## config.mk

```make
export PLATFORM = sky130hd
export DESIGN_NAME = des_feistel_round_flat
export DESIGN_NICKNAME = d
export VERILOG_FILES = /design/src/hdl/dfr_pkg.sv /design/src/hdl/dfr_in_if.sv /design/src/hdl/dfr_out_if.sv /design/src/hdl/des_feistel_round.sv /design/src/flat_wrapper.sv
export SDC_FILE = /design/constraint.sdc
export NUM_CORES = 1
export LEC_CHECK = 0
export ABC_AREA = 1
export BUFFER_PORTS_ARGS = -buffer_cell sky130_fd_sc_hd__buf_4
export CAP_MARGIN = 20
export CORE_MARGIN = 5
export CORE_UTILIZATION = 40
export DETAILED_ROUTE_END_ITERATION = 7
export PLACE_DENSITY = 0.61
export REMOVE_ABC_BUFFERS = 1
export SLEW_MARGIN = 25
export SYNTH_ARGS = -nofsm -noshare
export SYNTH_HDL_FRONTEND = slang
export SYNTH_SLANG_ARGS = --single-unit
```

## constraint.sdc

```tcl
create_clock -name clk -period 10.5 [get_ports clk]
set_input_delay 1.05 -clock clk [delete_from_list [all_inputs] [get_ports clk]]
set_output_delay 1.05 -clock clk [all_outputs]
set_load 0.01 [all_outputs]
```

## src/hdl/dfr_pkg.sv

```systemverilog
package dfr_pkg;

	localparam logic [47:0] KEY_RESET = 48'h1234_5678_9ABC;

	localparam logic [4:0] EXPAND_MAP [0:47] = '{
		5'd31, 5'd0,  5'd1,  5'd2,  5'd3,  5'd4,  5'd3,  5'd4,
		5'd5,  5'd6,  5'd7,  5'd8,  5'd7,  5'd8,  5'd9,  5'd10,
		5'd11, 5'd12, 5'd11, 5'd12, 5'd13, 5'd14, 5'd15, 5'd16,
		5'd15, 5'd16, 5'd17, 5'd18, 5'd19, 5'd20, 5'd19, 5'd20,
		5'd21, 5'd22, 5'd23, 5'd24, 5'd23, 5'd24, 5'd25, 5'd26,
		5'd27, 5'd28, 5'd27, 5'd28, 5'd29, 5'd30, 5'd31, 5'd0
	};

	localparam logic [4:0] PERM_MAP [0:31] = '{
		5'd15, 5'd6,  5'd19, 5'd20, 5'd28, 5'd11, 5'd27, 5'd16,
		5'd0,  5'd14, 5'd22, 5'd25, 5'd4,  5'd17, 5'd30, 5'd9,
		5'd1,  5'd7,  5'd23, 5'd13, 5'd31, 5'd26, 5'd2,  5'd8,
		5'd18, 5'd12, 5'd29, 5'd5,  5'd21, 5'd10, 5'd3,  5'd24
	};

	localparam logic [3:0] SBOX [0:7][0:63] = '{
		'{4'd14, 4'd0,  4'd4,  4'd15, 4'd13, 4'd7,  4'd1,  4'd4,
		  4'd2,  4'd14, 4'd15, 4'd2,  4'd11, 4'd13, 4'd8,  4'd1,
		  4'd3,  4'd10, 4'd10, 4'd6,  4'd6,  4'd12, 4'd12, 4'd11,
		  4'd5,  4'd9,  4'd9,  4'd5,  4'd0,  4'd3,  4'd7,  4'd8,
		  4'd4,  4'd15, 4'd1,  4'd12, 4'd14, 4'd8,  4'd8,  4'd2,
		  4'd13, 4'd4,  4'd6,  4'd9,  4'd2,  4'd1,  4'd11, 4'd7,
		  4'd15, 4'd5,  4'd12, 4'd11, 4'd9,  4'd3,  4'd7,  4'd14,
		  4'd3,  4'd10, 4'd10, 4'd0,  4'd5,  4'd6,  4'd0,  4'd13},
		'{4'd15, 4'd3,  4'd1,  4'd13, 4'd8,  4'd4,  4'd14, 4'd7,
		  4'd6,  4'd15, 4'd11, 4'd2,  4'd3,  4'd8,  4'd4,  4'd14,
		  4'd9,  4'd12, 4'd7,  4'd0,  4'd2,  4'd1,  4'd13, 4'd10,
		  4'd12, 4'd6,  4'd0,  4'd9,  4'd5,  4'd11, 4'd10, 4'd5,
		  4'd0,  4'd13, 4'd14, 4'd8,  4'd7,  4'd10, 4'd11, 4'd1,
		  4'd10, 4'd3,  4'd4,  4'd15, 4'd13, 4'd4,  4'd1,  4'd2,
		  4'd5,  4'd11, 4'd8,  4'd6,  4'd12, 4'd7,  4'd6,  4'd12,
		  4'd9,  4'd0,  4'd3,  4'd5,  4'd2,  4'd14, 4'd15, 4'd9},
		'{4'd10, 4'd13, 4'd0,  4'd7,  4'd9,  4'd0,  4'd14, 4'd9,
		  4'd6,  4'd3,  4'd3,  4'd4,  4'd15, 4'd6,  4'd5,  4'd10,
		  4'd1,  4'd2,  4'd13, 4'd8,  4'd12, 4'd5,  4'd7,  4'd14,
		  4'd11, 4'd12, 4'd4,  4'd11, 4'd2,  4'd15, 4'd8,  4'd1,
		  4'd13, 4'd1,  4'd6,  4'd10, 4'd4,  4'd13, 4'd9,  4'd0,
		  4'd8,  4'd6,  4'd15, 4'd9,  4'd3,  4'd8,  4'd0,  4'd7,
		  4'd11, 4'd4,  4'd1,  4'd15, 4'd2,  4'd14, 4'd12, 4'd3,
		  4'd5,  4'd11, 4'd10, 4'd5,  4'd14, 4'd2,  4'd7,  4'd12},
		'{4'd7,  4'd13, 4'd13, 4'd8,  4'd14, 4'd11, 4'd3,  4'd5,
		  4'd0,  4'd6,  4'd6,  4'd15, 4'd9,  4'd0,  4'd10, 4'd3,
		  4'd1,  4'd4,  4'd2,  4'd7,  4'd8,  4'd2,  4'd5,  4'd12,
		  4'd11, 4'd1,  4'd12, 4'd10, 4'd4,  4'd14, 4'd15, 4'd9,
		  4'd10, 4'd3,  4'd6,  4'd15, 4'd9,  4'd0,  4'd0,  4'd6,
		  4'd12, 4'd10, 4'd11, 4'd1,  4'd7,  4'd13, 4'd13, 4'd8,
		  4'd15, 4'd9,  4'd1,  4'd4,  4'd3,  4'd5,  4'd14, 4'd11,
		  4'd5,  4'd12, 4'd2,  4'd7,  4'd8,  4'd2,  4'd4,  4'd14},
		'{4'd2,  4'd14, 4'd12, 4'd11, 4'd4,  4'd2,  4'd1,  4'd12,
		  4'd7,  4'd4,  4'd10, 4'd7,  4'd11, 4'd13, 4'd6,  4'd1,
		  4'd8,  4'd5,  4'd5,  4'd0,  4'd3,  4'd15, 4'd15, 4'd10,
		  4'd13, 4'd3,  4'd0,  4'd9,  4'd14, 4'd8,  4'd9,  4'd6,
		  4'd4,  4'd11, 4'd2,  4'd8,  4'd1,  4'd12, 4'd11, 4'd7,
		  4'd10, 4'd1,  4'd13, 4'd14, 4'd7,  4'd2,  4'd8,  4'd13,
		  4'd15, 4'd6,  4'd9,  4'd15, 4'd12, 4'd0,  4'd5,  4'd9,
		  4'd6,  4'd10, 4'd3,  4'd4,  4'd0,  4'd5,  4'd14, 4'd3},
		'{4'd12, 4'd10, 4'd1,  4'd15, 4'd10, 4'd4,  4'd15, 4'd2,
		  4'd9,  4'd7,  4'd2,  4'd12, 4'd6,  4'd9,  4'd8,  4'd5,
		  4'd0,  4'd6,  4'd13, 4'd1,  4'd3,  4'd13, 4'd4,  4'd14,
		  4'd14, 4'd0,  4'd7,  4'd11, 4'd5,  4'd3,  4'd11, 4'd8,
		  4'd9,  4'd4,  4'd14, 4'd3,  4'd15, 4'd2,  4'd5,  4'd12,
		  4'd2,  4'd9,  4'd8,  4'd5,  4'd12, 4'd15, 4'd3,  4'd10,
		  4'd7,  4'd11, 4'd0,  4'd14, 4'd4,  4'd1,  4'd10, 4'd7,
		  4'd1,  4'd6,  4'd13, 4'd0,  4'd11, 4'd8,  4'd6,  4'd13},
		'{4'd4,  4'd13, 4'd11, 4'd0,  4'd2,  4'd11, 4'd14, 4'd7,
		  4'd15, 4'd4,  4'd0,  4'd9,  4'd8,  4'd1,  4'd13, 4'd10,
		  4'd3,  4'd14, 4'd12, 4'd3,  4'd9,  4'd5,  4'd7,  4'd12,
		  4'd5,  4'd2,  4'd10, 4'd15, 4'd6,  4'd8,  4'd1,  4'd6,
		  4'd1,  4'd6,  4'd4,  4'd11, 4'd11, 4'd13, 4'd13, 4'd8,
		  4'd12, 4'd1,  4'd3,  4'd4,  4'd7,  4'd10, 4'd14, 4'd7,
		  4'd10, 4'd9,  4'd15, 4'd5,  4'd6,  4'd0,  4'd8,  4'd15,
		  4'd0,  4'd14, 4'd5,  4'd2,  4'd9,  4'd3,  4'd2,  4'd12},
		'{4'd13, 4'd1,  4'd2,  4'd15, 4'd8,  4'd13, 4'd4,  4'd8,
		  4'd6,  4'd10, 4'd15, 4'd3,  4'd11, 4'd7,  4'd1,  4'd4,
		  4'd10, 4'd12, 4'd9,  4'd5,  4'd3,  4'd6,  4'd14, 4'd11,
		  4'd5,  4'd0,  4'd0,  4'd14, 4'd12, 4'd9,  4'd7,  4'd2,
		  4'd7,  4'd2,  4'd11, 4'd1,  4'd4,  4'd14, 4'd1,  4'd7,
		  4'd9,  4'd4,  4'd12, 4'd10, 4'd14, 4'd8,  4'd2,  4'd13,
		  4'd0,  4'd15, 4'd6,  4'd12, 4'd10, 4'd9,  4'd13, 4'd0,
		  4'd15, 4'd3,  4'd3,  4'd5,  4'd5,  4'd6,  4'd8,  4'd11}
	};

	// Bit i of a word counts from the most significant end, so position i of a
	// 32-bit half is value bit 31-i, which for a 5-bit index is its complement.
	function automatic logic [47:0] expand48(input logic [31:0] r);
		logic [47:0] e;
		for (int i = 0; i < 48; i++) begin
			e[47-i] = r[~EXPAND_MAP[i]];
		end
		return e;
	endfunction

	function automatic logic [31:0] substitute(input logic [47:0] x);
		logic [31:0] s;
		for (int i = 0; i < 8; i++) begin
			s[31-4*i -: 4] = SBOX[i][x[47-6*i -: 6]];
		end
		return s;
	endfunction

	function automatic logic [31:0] permute32(input logic [31:0] s);
		logic [31:0] p;
		for (int i = 0; i < 32; i++) begin
			p[31-i] = s[~PERM_MAP[i]];
		end
		return p;
	endfunction

endpackage

```

## src/hdl/dfr_in_if.sv

```systemverilog
interface dfr_in_if;
	logic        valid;
	logic        ready;
	logic [31:0] left_half;
	logic [31:0] right_half;

	modport source (output valid, output left_half, output right_half, input ready);
	modport sink (input valid, input left_half, input right_half, output ready);
endinterface

```

## src/hdl/dfr_out_if.sv

```systemverilog
interface dfr_out_if;
	logic        valid;
	logic        ready;
	logic [31:0] new_left;
	logic [31:0] new_right;

	modport source (output valid, output new_left, output new_right, input ready);
	modport sink (input valid, input new_left, input new_right, output ready);
endinterface

```

## src/hdl/des_feistel_round.sv

```systemverilog
// Channel     Direction  Payload                          Transfer
// block       sink       left_half, right_half (32 each)  valid & ready
// result      source     new_left, new_right (32 each)    valid & ready
// round_key   write      round_key (48)                   round_key_we
//
// A block passes through two registers between its transfer in and its result:
// the input register, then the result register. The S-box lookup and permutation
// sit between the two. One block can be taken every cycle while results drain.
// Reset clears both stage valid bits and loads the round key with its default.
// A stall on the result side fills the result register, then the input register.
module des_feistel_round (
	input  logic        clk,
	input  logic        arst_n,
	dfr_in_if.sink      block,
	dfr_out_if.source   result,
	input  logic        round_key_we,
	input  logic [47:0] round_key
);

	logic [47:0] key_q;
	logic        valid_s1;
	logic [31:0] left_s1;
	logic [31:0] right_s1;
	logic        valid_s2;
	logic [31:0] new_left_s2;
	logic [31:0] new_right_s2;
	logic        load_s2;
	logic        load_s1;
	logic [31:0] f_out;

	assign load_s2 = !valid_s2 || result.ready;
	assign load_s1 = !valid_s1 || load_s2;
	assign block.ready = load_s1;

	assign f_out = dfr_pkg::permute32(dfr_pkg::substitute(
		dfr_pkg::expand48(right_s1) ^ key_q));

	always_ff @(posedge clk or negedge arst_n) begin
		if (!arst_n) begin
			key_q <= dfr_pkg::KEY_RESET;
		end else if (round_key_we) begin
			key_q <= round_key;
		end
	end

	always_ff @(posedge clk or negedge arst_n) begin
		if (!arst_n) begin
			valid_s1 <= 1'b0;
			valid_s2 <= 1'b0;
		end else begin
			if (load_s1) begin
				valid_s1 <= block.valid;
			end
			if (load_s2) begin
				valid_s2 <= valid_s1;
			end
		end
	end

	always_ff @(posedge clk) begin
		if (load_s1 && block.valid) begin
			left_s1  <= block.left_half;
			right_s1 <= block.right_half;
		end
		if (load_s2 && valid_s1) begin
			new_left_s2  <= right_s1;
			new_right_s2 <= left_s1 ^ f_out;
		end
	end

	assign result.valid     = valid_s2;
	assign result.new_left  = new_left_s2;
	assign result.new_right = new_right_s2;

	a_stage_advance: assert property (@(posedge clk) disable iff (!arst_n)
		valid_s1 && load_s2 |=> valid_s2)
		else $error("Occupied input stage did not move into the result register.");

	a_left_copy: assert property (@(posedge clk) disable iff (!arst_n)
		valid_s1 && load_s2 |=> new_left_s2 == $past(right_s1))
		else $error("New left half does not match the old right half.");

	a_key_write: assert property (@(posedge clk) disable iff (!arst_n)
		round_key_we |=> key_q == $past(round_key))
		else $error("Round key register did not take the written value.");

	a_ready_empty: assert property (@(posedge clk) disable iff (!arst_n)
		!valid_s1 |-> block.ready)
		else $error("Input stage is empty but refuses a transfer.");

endmodule
```

## src/flat_wrapper.sv

```systemverilog
// flat-port wrapper written by rule: the top's interface ports become plain ports
module des_feistel_round_flat 
  (clk, arst_n, round_key_we, round_key, block_valid, block_left_half, block_right_half, block_ready, result_valid, result_new_left, result_new_right, result_ready);
  dfr_in_if block_i ();
  dfr_out_if result_i ();
  input  logic clk;
  input  logic arst_n;
  input  logic round_key_we;
  input  logic [47:0] round_key;
  input wire logic [$bits(block_i.valid)-1:0] block_valid;
  input wire logic [$bits(block_i.left_half)-1:0] block_left_half;
  input wire logic [$bits(block_i.right_half)-1:0] block_right_half;
  output wire logic [$bits(block_i.ready)-1:0] block_ready;
  output wire logic [$bits(result_i.valid)-1:0] result_valid;
  output wire logic [$bits(result_i.new_left)-1:0] result_new_left;
  output wire logic [$bits(result_i.new_right)-1:0] result_new_right;
  input wire logic [$bits(result_i.ready)-1:0] result_ready;
  assign block_i.valid = block_valid;
  assign block_i.left_half = block_left_half;
  assign block_i.right_half = block_right_half;
  assign block_ready = block_i.ready;
  assign result_valid = result_i.valid;
  assign result_new_left = result_i.new_left;
  assign result_new_right = result_i.new_right;
  assign result_i.ready = result_ready;
  des_feistel_round u_core (.clk(clk), .arst_n(arst_n), .block(block_i), .result(result_i), .round_key_we(round_key_we), .round_key(round_key));
endmodule
```

==> flow_metrics.tcl <==
set metrics [dict create \
    cts_buffers 17 \
    dr.first_iter.drc_count 693 \
    grt_antenna_before_repair 0 \
    grt_pass1_wl_mm 48.2 \
    path_clk_slew_ps 70 \
    worstPathRequired_ps 9450 \
    via_per_inst 5.09 \
    slew_headroom_pct 29.9 \
    clkSinkCount 178 \
    min_path_type "reg2reg" \
    worstPathMaxFanout 3 \
    fillers 2765 \
    worstMarginPinSlew_ps 1040 \
    vias 10268 \
    cp_common_cell "buf_4" \
    drv_slew 0 \
    start_util_pct 40.4 \
    cts_hold_buffers 0 \
    final_cells 2017 \
    ys_warn_count 0 \
    placed_area_mm2 0.0132 \
    cts_tree "yes" \
    clk_latency_ps 450 \
    cts_setup_buffers 0 \
    grt_overflow 0 \
    max_stage_delay_ps 170 \
    min_period_ps 2620 \
    status "complete, no violations" \
    first_pass_iters 5 \
    fp-row-count 62 \
    hold_viol 0 \
    fin_ws_ps 7880 \
    port_buffers 182 \
    cts.htree.levels 4 \
    rsz0062_at_grt "no" \
    synth_seq_area_share_pct 44.2 \
    antenna_cells 0 \
    gp_congestion 0.896 \
    dp.cells 1985 \
    p_total_mw 2.30 \
    cts.repair.resized 0 \
    ir_drop_uv 113 \
    hpwlAfterDp_mm 20.4 \
    clock_skew_ps 11.4 \
    postRouteAntennaNets 0 \
    fin_area_mm2 0.0138 \
    fmax_ghz 0.382 \
    synthCells 1455 \
    drv_cap 0 \
    end_kind "output port" \
    root_buffer "clkbuf_16" \
    synth_area_leader_cell "edfxtp_1" \
    clock_tree.buffer_depth 2 \
    die_area_mm2 0.0324 \
    fin_crit_sh_pct 24.9 \
    grt_pass1_vias 9618 \
    synth.area.top_cells "edfxtp_1 33%, nand2_1 20%, nand3_1 13%, ha_1 6.4%, dfrtp_1 6.1%" \
    cp.arrival_ps 1570 \
    cp_cell_sequence "buf_4 > inv_1 > nand3_1 > buf_4" \
    wl_mm 29.3 \
    synth_top_area_share_pct 33.2 \
    crit_type "in2out" \
    worst_setup_path_start_kind "primary input" \
    core_area_mm2 0.0286 \
    powerDensity_mw_per_mm2 166 \
    ys_seq_elements 178 \
    final-setup-viol-count 0 \
    die_height_um 180 \
    layout.nets 1796 \
    drive_above_1_share_pct 17.6 \
    die_width_um 180 \
    drc_errors 0 \
    cp_slowest_cell "buf_4" \
    avgRoutedWirePerCell_um 14.5 \
    leakage_nw 6.71 \
    syn_area_mm2 0.0116 \
    io_pins 183 \
    syn_to_final_growth_pct 19.4 \
    place_ws_ps 7820 \
    syn_avg_cell_area_um2 7.96 \
    fin_setup_tns_ps 0 \
    grt_usage_pct 17.9 \
    synth.distinct_cells 30 \
    grt_max_degree 71 \
]
==> per-stage QoR <==
step	util, %	hold slack [ps]
after CTS	48.2	491
after floorplan	-	442
after global routing	48.3	503
after global placement	46.2	455
after detailed placement	46.2	464
final	48.3	487
==> layout by cell type, fill, tap and decap left out, drive strengths merged <==
master	netlist	final
ha	59	59
nand2	610	610
o21ai	35	35
inv	128	130
xnor2	23	23
mux2	26	26
clkbuf	6	19
o211ai	2	2
nor2	2	2
nand3b	23	23
or2	1	1
clkinv	1	7
dfstp	22	22
clkinvlp	0	3
dfrtp	28	28
nand4	3	3
nand3	305	305
bufinv	0	2
xor2	12	12
edfxtp	128	128
buf	32	184
a21oi	9	9
==> state kept, by name (all words and copies together), names as in the netlist <==
| register | cells |
|---|---|
| u_core.key_q | 48 |
| u_core.result.new_left | 32 |
| u_core.result.new_right | 32 |
| u_core.result.valid | 1 |
| u_core.valid_s1 | 1 |
| u_core.right_s1 | 32 |
| u_core.left_s1 | 32 |
==> cell usage after synthesis (all sizes together) <==
cell type,instances
a21oi,9
buf,32
clkbuf,6
clkinv,1
dfrtp,28
dfstp,22
edfxtp,128
ha,59
inv,128
mux2,26
nand2,610
nand3,305
nand3b,23
nand4,3
nor2,2
o211ai,2
o21ai,35
or2,1
xnor2,23
xor2,12
==> power breakdown <==
| part | total, mW | internal [mW] | switching, mW |
|---|---|---|---|
| registers | 0.905 | 0.859 | 0.0461 |
| clock network | 0.635 | 0.350 | 0.285 |
| logic | 0.762 | 0.284 | 0.478 |
| total | 2.30 | 1.49 | 0.809 |
==> critical path, delay by kind of cell <==
family | cells | cell delay, ps
buffers and inverters | 3 | 390
AND/OR/NAND/NOR | 1 | 130
==> path summary, 6_finish.rpt <==
path                                startpoint                          end  slack [ps]  cells past startpoint
max                               result_ready                  block_ready        7880                      4
min                        u_core.right_s1[30]   u_core.result.new_left[30]         490                      0
max reg2reg                   u_core.key_q[12]  u_core.result.new_right[28]        8120                     13
min reg2reg                u_core.right_s1[30]   u_core.result.new_left[30]         490                      0
max in group asynchronous               arst_n             u_core.key_q[32]        9270                      1
min in group asynchronous               arst_n             u_core.key_q[16]         700                      1
==> cell families after synthesis <==
group	count (synthesis)	synth area share, %
DFF	178	44.2
buffers and inverters	167	6.05
adders and majority gates	59	6.38
muxes	26	2.53
AOI/OAI and AO/OA	46	2.07
and+or+nand+nor	944	34.9
xor gates and xnor gates	35	3.81
==> final cells by class <==
| cell class | instances | area [um2] | share of cell area (%) |
|---|---|---|---|
| clock buffer | 19 | 433 | 3.13 |
| tap | 384 | 480 | 3.47 |
| sequential | 178 | 5120 | 37.0 |
| timing repair buffer | 184 | 1390 | 10.0 |
| multi-input combinational | 1110 | 5790 | 41.9 |
| inverter | 129 | 485 | 3.51 |
| clock inverter | 13 | 134 | 0.968 |
==> layer usage <==
layer | global-route usage (%) | wire length [um] | part of all wire [%] | vias to the layer above
met1 | 23.4 | 12900 | 44 | 4756
met5 | 0 | 0 | 0 | -
met4 | 5.63 | 607 | 2.1 | 0
li1 | - | - | - | 5108
met3 | 3.84 | 1670 | 5.7 | 39
met2 | 29.9 | 14100 | 48 | 365
No activity file was read; power rests on OpenSTA's default activity.
